`config.mk`:
```
export PLATFORM = sky130hd
export DESIGN_NAME = packet_hex_content_match
export DESIGN_NICKNAME = d
export VERILOG_FILES = /design/src/hw/rtl/phcm_pkg.sv /design/src/hw/rtl/phcm_cell.sv /design/src/hw/rtl/packet_hex_content_match.sv
export SDC_FILE = /design/constraint.sdc
export NUM_CORES = 1
export LEC_CHECK = 0
export BUFFER_PORTS_ARGS = -buffer_cell sky130_fd_sc_hd__buf_4
export CAP_MARGIN = 20
export CORE_ASPECT_RATIO = 2
export CORE_UTILIZATION = 50
export CTS_CLUSTER_DIAMETER = 200
export DETAILED_ROUTE_END_ITERATION = 10
export GPL_TIMING_DRIVEN = 0
export PLACE_DENSITY = 0.64
export REMOVE_ABC_BUFFERS = 1
export SKIP_LAST_GASP = 1
export SLEW_MARGIN = 20
export SYNTH_ARGS = -nofsm -noshare
export SYNTH_HDL_FRONTEND = slang
export SYNTH_SLANG_ARGS = --single-unit
```
`constraint.sdc`:
```
create_clock -name clk -period 3.3 [get_ports clk]
set_input_delay 0.495 -clock clk [delete_from_list [all_inputs] [get_ports clk]]
set_output_delay 0.495 -clock clk [all_outputs]
set_load 0.01 [all_outputs]
```
`src/hw/rtl/phcm_pkg.sv`:
```
package phcm_pkg;

  localparam int MAX_PATTERN_NIBBLES_DEF = 32;
  localparam int POSITION_BITS_DEF = 16;

  localparam int CFG_INDEX_BITS = 3;
  localparam int CFG_DATA_BITS = 64;
  localparam int WINDOW_BITS = 16;
  localparam int LENGTH_BITS = 6;
  // wide enough for any clamped length up to 64 nibbles
  localparam int LEN_CMP_BITS = 7;
  // nibbles held in each pattern register
  localparam int PATTERN_REG_NIBBLES = 16;

  localparam logic [CFG_INDEX_BITS-1:0] CFG_WINDOW_START = 3'd0;
  localparam logic [CFG_INDEX_BITS-1:0] CFG_WINDOW_END = 3'd1;
  localparam logic [CFG_INDEX_BITS-1:0] CFG_PATTERN_LOW = 3'd2;
  localparam logic [CFG_INDEX_BITS-1:0] CFG_PATTERN_HIGH = 3'd3;
  localparam logic [CFG_INDEX_BITS-1:0] CFG_PATTERN_LENGTH = 3'd4;

  typedef logic [3:0] nibble_t;

  typedef struct packed {
    logic shift;
    logic clear;
  } cell_ctl_t;

endpackage

```
`src/hw/rtl/phcm_cell.sv`:
```
module phcm_cell (
  input  logic                clk,
  input  logic                rst,
  input  phcm_pkg::cell_ctl_t ctl,
  input  phcm_pkg::nibble_t   hi,
  input  phcm_pkg::nibble_t   lo,
  input  phcm_pkg::nibble_t   pat,
  input  logic                tail,
  input  logic                m_prev,
  input  logic                mid_prev,
  output logic                m,
  output logic                mid,
  output logic                hit
);

  logic m_next;

  // prefix through this cell matches after the high nibble, then after the low nibble
  assign mid    = m_prev & (hi == pat);
  assign m_next = mid_prev & (lo == pat);
  assign hit    = tail & (mid | m_next);

  always_ff @(posedge clk) begin
    if (rst) begin
      m <= 1'b0;
    end else if (ctl.clear) begin
      m <= 1'b0;
    end else if (ctl.shift) begin
      m <= m_next;
    end
  end

endmodule

```
`src/hw/rtl/packet_hex_content_match.sv`:
```
// Nibble pattern search over a byte window of each packet.
// Configuration: cfg_valid/cfg_ready with cfg_index and cfg_data; cfg_ready is
// always high. Index 0 window_start, 1 window_end (0 = to packet end),
// 2 pattern nibbles 0..15, 3 pattern nibbles 16..31, 4 pattern length.
// Write only while no packet is in progress.
// Input: one packet byte per beat on in_valid/in_ready, last_byte on the
// final beat of a packet. One byte per cycle is sustained while in_ready is high: a row of match
// cells, one per pattern nibble, advances both nibbles of a byte each cycle.
// Output: one beat with matched per packet, registered; when no earlier result
// waits, it is shown the cycle after the last byte is taken.
// A two-entry result queue sits before the output; bytes keep flowing while
// a result waits, and in_ready drops only when two results are held.
// Reset clears the registers, the packet state and the result queue.
module packet_hex_content_match #(
  parameter int MAX_PATTERN_NIBBLES = phcm_pkg::MAX_PATTERN_NIBBLES_DEF,
  parameter int POSITION_BITS = phcm_pkg::POSITION_BITS_DEF
) (
  input  logic                                clk,
  input  logic                                rst,
  input  logic                                cfg_valid,
  output logic                                cfg_ready,
  input  logic [phcm_pkg::CFG_INDEX_BITS-1:0] cfg_index,
  input  logic [phcm_pkg::CFG_DATA_BITS-1:0]  cfg_data,
  input  logic                                in_valid,
  output logic                                in_ready,
  input  logic [7:0]                          packet_byte,
  input  logic                                last_byte,
  output logic                                out_valid,
  input  logic                                out_ready,
  output logic                                matched
);

  localparam int CmpBits = (POSITION_BITS > phcm_pkg::WINDOW_BITS) ?
                           POSITION_BITS : phcm_pkg::WINDOW_BITS;
  localparam logic [POSITION_BITS-1:0] PosMax = '1;
  localparam logic [phcm_pkg::LEN_CMP_BITS-1:0] MaxLen =
    phcm_pkg::LEN_CMP_BITS'(MAX_PATTERN_NIBBLES);

  logic [phcm_pkg::WINDOW_BITS-1:0]   window_start;
  logic [phcm_pkg::WINDOW_BITS-1:0]   window_end;
  logic [phcm_pkg::CFG_DATA_BITS-1:0] pattern_low;
  logic [phcm_pkg::CFG_DATA_BITS-1:0] pattern_high;
  logic [phcm_pkg::LENGTH_BITS-1:0]   pattern_length;

  logic [POSITION_BITS-1:0]          byte_position;
  logic                              found;
  logic [phcm_pkg::LEN_CMP_BITS-1:0] len_wide;
  logic [phcm_pkg::LEN_CMP_BITS-1:0] len_eff;
  logic [CmpBits-1:0]                pos_ext;
  logic                              in_window;
  logic                              in_accept;
  logic                              push;
  logic                              pop;
  logic                              hit_now;
  logic                              result;
  phcm_pkg::cell_ctl_t               ctl;
  phcm_pkg::nibble_t                 hi;
  phcm_pkg::nibble_t                 lo;

  logic [MAX_PATTERN_NIBBLES-1:0] m;
  logic [MAX_PATTERN_NIBBLES-1:0] mid;
  logic [MAX_PATTERN_NIBBLES-1:0] hit;
  logic [MAX_PATTERN_NIBBLES-1:0] tail;
  phcm_pkg::nibble_t              pat [MAX_PATTERN_NIBBLES];

  logic skid_valid;
  logic skid_matched;

  assign cfg_ready = 1'b1;

  always_ff @(posedge clk) begin
    if (rst) begin
      window_start   <= '0;
      window_end     <= '0;
      pattern_low    <= '0;
      pattern_high   <= '0;
      pattern_length <= '0;
    end else if (cfg_valid) begin
      case (cfg_index)
        phcm_pkg::CFG_WINDOW_START:   window_start <= cfg_data[phcm_pkg::WINDOW_BITS-1:0];
        phcm_pkg::CFG_WINDOW_END:     window_end <= cfg_data[phcm_pkg::WINDOW_BITS-1:0];
        phcm_pkg::CFG_PATTERN_LOW:    pattern_low <= cfg_data;
        phcm_pkg::CFG_PATTERN_HIGH:   pattern_high <= cfg_data;
        phcm_pkg::CFG_PATTERN_LENGTH: pattern_length <= cfg_data[phcm_pkg::LENGTH_BITS-1:0];
        default: ;
      endcase
    end
  end

  // clamp the length to the number of cells
  assign len_wide = phcm_pkg::LEN_CMP_BITS'(pattern_length);
  assign len_eff  = (len_wide > MaxLen) ? MaxLen : len_wide;

  assign pos_ext   = CmpBits'(byte_position);
  assign in_window = (pos_ext >= CmpBits'(window_start)) &&
                     ((window_end == '0) || (pos_ext < CmpBits'(window_end)));

  assign in_ready  = !skid_valid;
  assign in_accept = in_valid && in_ready;
  assign ctl.shift = in_accept && in_window;
  assign ctl.clear = in_accept && last_byte;
  assign hi        = packet_byte[7:4];
  assign lo        = packet_byte[3:0];

  for (genvar k = 0; k < MAX_PATTERN_NIBBLES; k++) begin : g_cell
    logic m_prev;
    logic mid_prev;

    if (k < phcm_pkg::PATTERN_REG_NIBBLES) begin : g_low
      assign pat[k] = pattern_low[phcm_pkg::CFG_DATA_BITS-1-4*k -: 4];
    end else if (k < 2 * phcm_pkg::PATTERN_REG_NIBBLES) begin : g_high
      assign pat[k] = pattern_high[phcm_pkg::CFG_DATA_BITS-1-
                                   4*(k-phcm_pkg::PATTERN_REG_NIBBLES) -: 4];
    end else begin : g_zero
      assign pat[k] = '0;
    end

    // the empty prefix always matches ahead of the first cell
    if (k == 0) begin : g_head
      assign m_prev   = 1'b1;
      assign mid_prev = 1'b1;
    end else begin : g_link
      assign m_prev   = m[k-1];
      assign mid_prev = mid[k-1];
    end

    assign tail[k] = (len_eff == phcm_pkg::LEN_CMP_BITS'(k + 1));

    phcm_cell u_cell (
      .clk      (clk),
      .rst      (rst),
      .ctl      (ctl),
      .hi       (hi),
      .lo       (lo),
      .pat      (pat[k]),
      .tail     (tail[k]),
      .m_prev   (m_prev),
      .mid_prev (mid_prev),
      .m        (m[k]),
      .mid      (mid[k]),
      .hit      (hit[k])
    );
  end

  assign hit_now = ctl.shift && (|hit);
  assign result  = found || hit_now || (len_eff == '0);

  always_ff @(posedge clk) begin
    if (rst) begin
      byte_position <= '0;
      found         <= 1'b0;
    end else if (in_accept) begin
      if (last_byte) begin
        byte_position <= '0;
        found         <= 1'b0;
      end else begin
        if (byte_position != PosMax) begin
          byte_position <= byte_position + 1'b1;
        end
        found <= found || hit_now;
      end
    end
  end

  // result queue: output register plus one skid entry
  assign push = in_accept && last_byte;
  assign pop  = out_valid && out_ready;

  always_ff @(posedge clk) begin
    if (rst) begin
      out_valid  <= 1'b0;
      skid_valid <= 1'b0;
    end else begin
      if (pop) begin
        if (skid_valid) begin
          matched <= skid_matched;
          if (push) begin
            skid_matched <= result;
          end else begin
            skid_valid <= 1'b0;
          end
        end else if (push) begin
          matched <= result;
        end else begin
          out_valid <= 1'b0;
        end
      end else if (push) begin
        if (!out_valid) begin
          matched   <= result;
          out_valid <= 1'b1;
        end else begin
          skid_matched <= result;
          skid_valid   <= 1'b1;
        end
      end
    end
  end

`ifndef NO_ASSERTIONS
  a_skid_behind_out: assert property (@(posedge clk) disable iff (rst)
    skid_valid |-> out_valid)
    else $error("skid entry held without an output beat");

  a_packet_cleared: assert property (@(posedge clk) disable iff (rst)
    (in_accept && last_byte) |=> (!found && byte_position == '0 && m == '0))
    else $error("packet state not cleared after last byte");

  a_result_shown: assert property (@(posedge clk) disable iff (rst)
    (push && !out_valid) |=> (out_valid && matched == $past(result)))
    else $error("result beat not presented");

  a_queue_drains: assert property (@(posedge clk) disable iff (rst)
    (pop && !skid_valid && !push) |=> !out_valid)
    else $error("output beat repeated");
`endif

endmodule

```
==> metrics.cfg, run 1 <==
[synthesis]
netlist_area_um2 = 12400
netlist.area_leader.share_pct = 34.9
synth_area_leaders = dfxtp_1 35%, nand2_1 12%, xnor2_1 11%, a21oi_1 7.6%, xor2_1 7.6%
async_flop_share_pct = 0
synth_seq_cells = 218
yosys_warnings = 0
synth_common_cells = 380 x nand2_1, 216 x dfxtp_1, 189 x a21oi_1
synth-edff-count = 2
ys_seq_area_share_pct = 35.4
synth_most_common_cell = nand2_1
synth.avg_cell_area_um2 = 7.82
synth.largest_area_cell = dfxtp_1
yosysUniqueCellTypes = 65
synth_top_flop_cell = dfxtp_1
syn_inst = 1584

[grt]
grt_max_degree = 110
grt_pass1_wl_um = 57400
antenna_found_initial = 0
grt_pass1_vias = 10800
overflow = 0
grt_use_total_pct = 29.1

[finish]
fin_cells = 1947
layout-drive-gt1-share_pct = 8.85
area_delta_synth_final_pct = 12.2
final_core_util_pct = 56.9
fillers = 2313
layout.nets = 1715
diodes = 0

[setup_path]
r2r-start = byte_position[0]$_SDFFE_PP0P_
r2r_slack_ns = 0.23
cp.required_ns = 3.75
critPathCapture = g_cell[7].u_cell.m$_SDFFE_PP0P_
r2r_end = g_cell[7].u_cell.m$_SDFFE_PP0P_
critPathLaunchType = flip-flop
cp_common_cell = a21oi_1
rr_worst_depth = 12
cp_max_fo = 27
worstPathCellList = inv_1, ha_1, nor2b_1, o21ai_1, nand3_1, a21oi_1, a2111oi_0, nor4_1, o2bb2ai_4, buf_16, or4_1, a21oi_1
max_stage_delay_ns = 0.58
crit_path_top_delay_cell = or4_1
path_class = flip-flop to flip-flop
crit_arrival_ns = 3.52
startpoint = byte_position[0]$_SDFFE_PP0P_
cp-end-kind = flip-flop

[sta]
whs_ns = 0.210
final_hold_viol_count = 0
drv_slew = 0
relSlewSlack_pct = 35.7
finalCritPeriodShare_pct = 93.1
skew_ns = 0.0161
rsz0062_at_grt = no
tightest_slew_ns = 0.955
setup_ws_ns = 0.227
finalCriticalPeriod_ns = 3.07
fmax_mhz = 325
setup_viol = 0

[drt]
wirelength_um = 36500
ant_nets = 0
via_per_inst = 5.56
dr.pass1.iters = 5
drt_iter0_drc = 501
drcViolationCount = 0
post_drt_wl_per_cell_um = 18.7
vias = 10800

[pwr]
p_sw_w = 0.00156
p_clk_share_pct = 43.0
power_frac_comb_pct = 12.1
power_leakage_nw = 4.90
total_power_w = 0.00608
p_sw_share_pct = 25.7
ir_drop_mv = 0.375
power_frac_seq_pct = 45.0
p_per_area_nw_per_um2 = 437
p_int_w = 0.00451

[clock_network]
ctsHtreeMaxLevel = 1
cts_buffers = 22
cts_resized = 0
cts_setup_buffers = 2
cts-root-buf = clkbuf_16
cts_tree = yes
clock_path_buffers = 3
clock_latency_ns = 0.52
clock_sinks = 218
cts_hold_buf = 0
path_clk_slew_ns = 0.07

[placement]
port_buffers = 83
post-dp-hpwl_um = 25000
gp_congestion = 0.881
dp_slack_ns = -0.126
dp.cells = 1908

[die]
rows = 81
initial_utilization_pct = 50.7
pin_count = 85
die_w_um = 113
die_y_um = 225
die_area_um2 = 25400
core_area_um2 = 24400

[min_path]
hp-class = primary input to flip-flop

[outcome]
status = finished, final reports clean

[job]
cap_viol_max_count = 0

[power by group through the flow]
stage / clock network (W) / logic [W] / registers [W]
floorplan: 0 / 0.000365 / 0.00278
global placement: 0 / 0.000684 / 0.00279
detailed placement: 0 / 0.000726 / 0.00279
CTS: 0.00265 / 0.000733 / 0.00273
global route: 0.00276 / 0.000791 / 0.00274
finish: 0.00261 / 0.000732 / 0.00273
[cell usage in the layout, fill, tap and decap left out, types with 6 or more instances in the layout]
master       n
mux2i_1     25
nand4_1     32
o21ai_0     23
nand2_1    380
nand2b_1     6
or3_1       13
nor2_1      66
nor4_1      23
and3_1       7
buf_16       6
nand3_1     34
xnor2_1    150
a21oi_1    189
buf_4       84
clkbuf_16   23
inv_1       49
ha_1        32
xor2_1     107
dfxtp_1    216
and4_1       8
nor3_1      37
[worst min-delay path by stage]
stage,startpoint,to,slack (ns),cells after the start
6_report,out_ready,skid_valid$_SDFFE_PP0P_,0.21,2
3_3_place_gp,window_start[15]$_SDFFE_PP0P_,window_start[15]$_SDFFE_PP0P_,0.44,2
2_1_floorplan,window_start[10]$_SDFFE_PP0P_,window_start[10]$_SDFFE_PP0P_,0.43,2
4_1_cts,out_ready,skid_valid$_SDFFE_PP0P_,0.19,2
5_1_grt,out_ready,skid_valid$_SDFFE_PP0P_,0.20,2
3_5_place_dp,window_start[6]$_SDFFE_PP0P_,window_start[6]$_SDFFE_PP0P_,0.45,2
[critical path: cells and delay by family (launching register included)]
family / cells / cell delay [ns]
compound gates: 5 / 0.76
fa+ha+maj: 1 / 0.28
buf+inv: 2 / 0.31
flops: 1 / 0.43
simple gates: 4 / 1.23
[logic make-up (layout without fill, tap and decap cells)]
kind of cell / Yosys count / in the layout / share of synthesized area, %
buf+inv: 148 / 179 / 5.82
other cells: 1 / 1 / 0.0303
simple gates: 637 / 637 / 22.8
xor+xnor: 257 / 257 / 18.2
compound gates: 266 / 266 / 12.5
fa+ha+maj: 32 / 32 / 3.23
flops: 218 / 218 / 35.4
mux: 25 / 25 / 2.02
[state kept, by name, indices dropped and copies added, names as in the netlist]
register,flops
window_end,16
skid_matched,1
window_start,16
skid_valid,1
pattern_low,64
matched,1
byte_position,16
pattern_length,6
g_cell.u_cell.m,31
pattern_high,64
found,1
out_valid,1
[cell type report]
class / count / area [µm²] / area share [%]
multi-input combinational: 1218 / 7320 / 52.7
sequential: 218 / 4380 / 31.6
timing repair buffer: 93 / 851 / 6.12
clock buffer: 33 / 663 / 4.77
tap: 332 / 415 / 2.99
inverter: 49 / 184 / 1.32
clock inverter: 4 / 70.1 / 0.504
[per-layer routing]
layer  share of wire (%)  vias up  GRT usage, %
met1                  36     5205          28.6
met3                 2.7       97          2.37
li1                    -     5318             -
met5                   0        -             0
met2                  56      212          58.5
met4                 5.1        0          15.7
[through the flow]
step | area, µm² | setup TNS, ns
after detailed placement | 13100 | -0.376
after floorplan | 11800 | 0
after global placement | 12900 | -203.58
after global routing | 13900 | 0
after CTS | 13900 | 0
final | 13900 | 0
(Power assumes the default switching activity.)
==> inputs of run 2 (changes only) <==
--- a/config.mk
+++ b/config.mk
@@ -11,7 +11,6 @@
 export CORE_UTILIZATION = 50
 export CTS_CLUSTER_DIAMETER = 200
 export DETAILED_ROUTE_END_ITERATION = 10
-export GPL_TIMING_DRIVEN = 0
 export PLACE_DENSITY = 0.64
 export REMOVE_ABC_BUFFERS = 1
 export SKIP_LAST_GASP = 1
==> run 2 against run 1 <==
  * Global-route usage rose by 0.20 points
  * Combinational power is 2% lower
  * Routed wire length up 0.69%
  * Via count is 1.9% higher
  * Sequential power about the same
  * Fmax grew 0.62%
  * Clock skew rose by 0.0021 ns
  * Clock power hardly changed
  * Cell area increased by 0.61%
  * Utilization grew 0.35 points
  * Register-to-register slack better by 0.02 ns
  * Critical endpoint is now matched$_DFFE_PP_
  * Largest cell class unchanged
  * Largest power group unchanged
  * Highest routed layer unchanged
==> metrics.cfg, run 2 (synthesis results as in run 1) <==
[finish]
top_regs = pattern_high (64), pattern_low (64), g_cell.u_cell.m (31)
final_common_cell = nand2_1
diodes = 0  ; unchanged
final_cell_mix = 380 x nand2_1, 216 x dfxtp_1, 189 x a21oi_1, 150 x xnor2_1, 108 x buf_4
area_delta_synth_final_pct = 12.9
layout.nets = 1737  ; +1.3%
layout-drive-gt1-share_pct = 10.2  ; +1.3 points

[drt]
ant_nets = 0  ; unchanged
wirelength_um = 36700  ; +0.69%
post_drt_wl_per_cell_um = 18.6  ; -0.49%
drcViolationCount = 0  ; unchanged
vias = 11000  ; +1.9%
drt_iter0_drc = 461  ; -8.0%
via_per_inst = 5.61  ; +0.75%
dr.pass1.iters = 5  ; unchanged

[setup_path]
cp_max_fo = 22  ; -19%
r2r_slack_ns = 0.25  ; +0.02 ns
crit_arrival_ns = 3.31  ; -0.21 ns
path_class = flip-flop to flip-flop
cp.required_ns = 3.56  ; -0.19 ns
critPathLaunchType = flip-flop
rr_worst_depth = 11  ; -1
cp-end-kind = flip-flop

[clock_network]
path_clk_slew_ns = 0.06  ; about the same
clock_latency_ns = 0.53  ; about the same
cts_hold_buf = 0  ; unchanged
clock_path_buffers = 3  ; unchanged
cts_tree = yes
cts-root-buf = clkbuf_16
clock_sinks = 218  ; unchanged
cts_setup_buffers = 0  ; -2
cts_resized = 0  ; unchanged
cts_buffers = 22  ; unchanged
ctsHtreeMaxLevel = 1  ; unchanged

[pwr]
ir_drop_mv = 0.365  ; -2.7%
total_power_w = 0.00606  ; -0.21%
power_leakage_nw = 4.98  ; +1.7%
p_per_area_nw_per_um2 = 434  ; -0.81%

[sta]
rsz0062_at_grt = no
finalCritPeriodShare_pct = 92.6  ; -0.57 points
fmax_mhz = 327  ; +0.62%
finalCriticalPeriod_ns = 3.05  ; -0.0189 ns
setup_viol = 0  ; unchanged
relSlewSlack_pct = 48.9  ; +13 points
tightest_slew_ns = 0.767  ; -0.188 ns
skew_ns = 0.0182  ; +0.00209 ns
drv_slew = 0  ; unchanged
final_hold_viol_count = 0  ; unchanged
fin_tns_setup_ns = 0  ; unchanged

[job]
cap_viol_max_count = 0  ; unchanged

[min_path]
hp-class = primary input to flip-flop
whs_path_depth = 2  ; unchanged

[grt]
antenna_found_initial = 0  ; unchanged
grt_max_degree = 89  ; -19%
grt_pass1_wl_um = 57800  ; +0.81%
grt_pass1_vias = 11200  ; +3.9%
grt_use_total_pct = 29.3  ; +0.20 points
overflow = 0  ; unchanged

[placement]
post-dp-hpwl_um = 26400  ; +5.7%
port_buffers = 83  ; unchanged
gp_congestion = 0.973  ; +11%

[die]
core_area_um2 = 24400  ; unchanged
die_y_um = 225  ; unchanged
die_w_um = 113  ; unchanged
rows = 81  ; unchanged
pin_count = 85  ; unchanged
die_area_um2 = 25400  ; unchanged
initial_utilization_pct = 50.7  ; unchanged

[outcome]
status = finished, final reports clean

run 2: cell types whose count changed in the layout (fill, tap and decap cells not counted), moves of 2 or more:
| cell | change |
|---|---|
| buf_4 | +24 |
| clkbuf_8 | -2 |
| buf_12 | +5 |
| clkinv_2 | +2 |
| clkinvlp_4 | +2 |
| buf_16 | -6 |
| clkbuf_1 | -2 |
run 2: critical path: stages (launching register included):
cell and delay [ns]:
dfxtp_1 0.39, inv_1 0.08, ha_1 0.27, nor2b_1 0.13, o21ai_1 0.09, nand3_1 0.08, a21oi_1 0.08, a2111oi_0 0.51
nor4_1 0.15, o2bb2ai_4 0.55, o21bai_2 0.31, a31oi_2 0.14
run 2: final cells by class:
cell class | count | area [µm²]
Tap cell | 332 | 415
Sequential cell | 218 | 4380
Clock inverter | 9 | 106
Fill cell | 2376 | 10400
Timing Repair Buffer | 115 | 951
Inverter | 49 | 184
Multi-Input combinational cell | 1218 | 7310
Clock buffer | 29 | 628
run 2: worst paths after layout:
kind / from / endpoint
max: byte_position[0]$_SDFFE_PP0P_ / matched$_DFFE_PP_
min: out_ready / skid_valid$_SDFFE_PP0P_
max reg2reg: byte_position[0]$_SDFFE_PP0P_ / matched$_DFFE_PP_
min reg2reg: window_start[14]$_SDFFE_PP0P_ / window_start[14]$_SDFFE_PP0P_
run 2: stage by stage:
stage	util [%]	hold WS (ns)	instance area (µm²)	setup WS [ns]	std cells
2_1_floorplan	-	0.430	11800	0.0312	1485
3_3_place_gp	54.2	0.443	13200	0.311	1932
3_5_place_dp	54.2	0.449	13200	0.171	1932
4_1_cts	57.2	0.189	14000	0.181	1970
5_1_grt	57.2	0.204	14000	0.00487	1970
6_report	57.2	0.210	14000	0.245	1970
run 2: metal layers:
metal | up-vias | global-route usage (%) | share of wire [%]
li1 | 5375 | - | -
met1 | 5276 | 27.6 | 34
met2 | 268 | 59.2 | 57
met3 | 123 | 2.56 | 3.1
met4 | 0 | 17.7 | 5.9
met5 | - | 0 | 0
run 2: power by group:
group | leakage (nW) | switching (W) | internal, W
registers | 1.76 | 0.0000565 | 0.00268
logic | 2.85 | 0.000421 | 0.000299
clock network | 0.359 | 0.00110 | 0.00150
total | 4.98 | 0.00158 | 0.00448
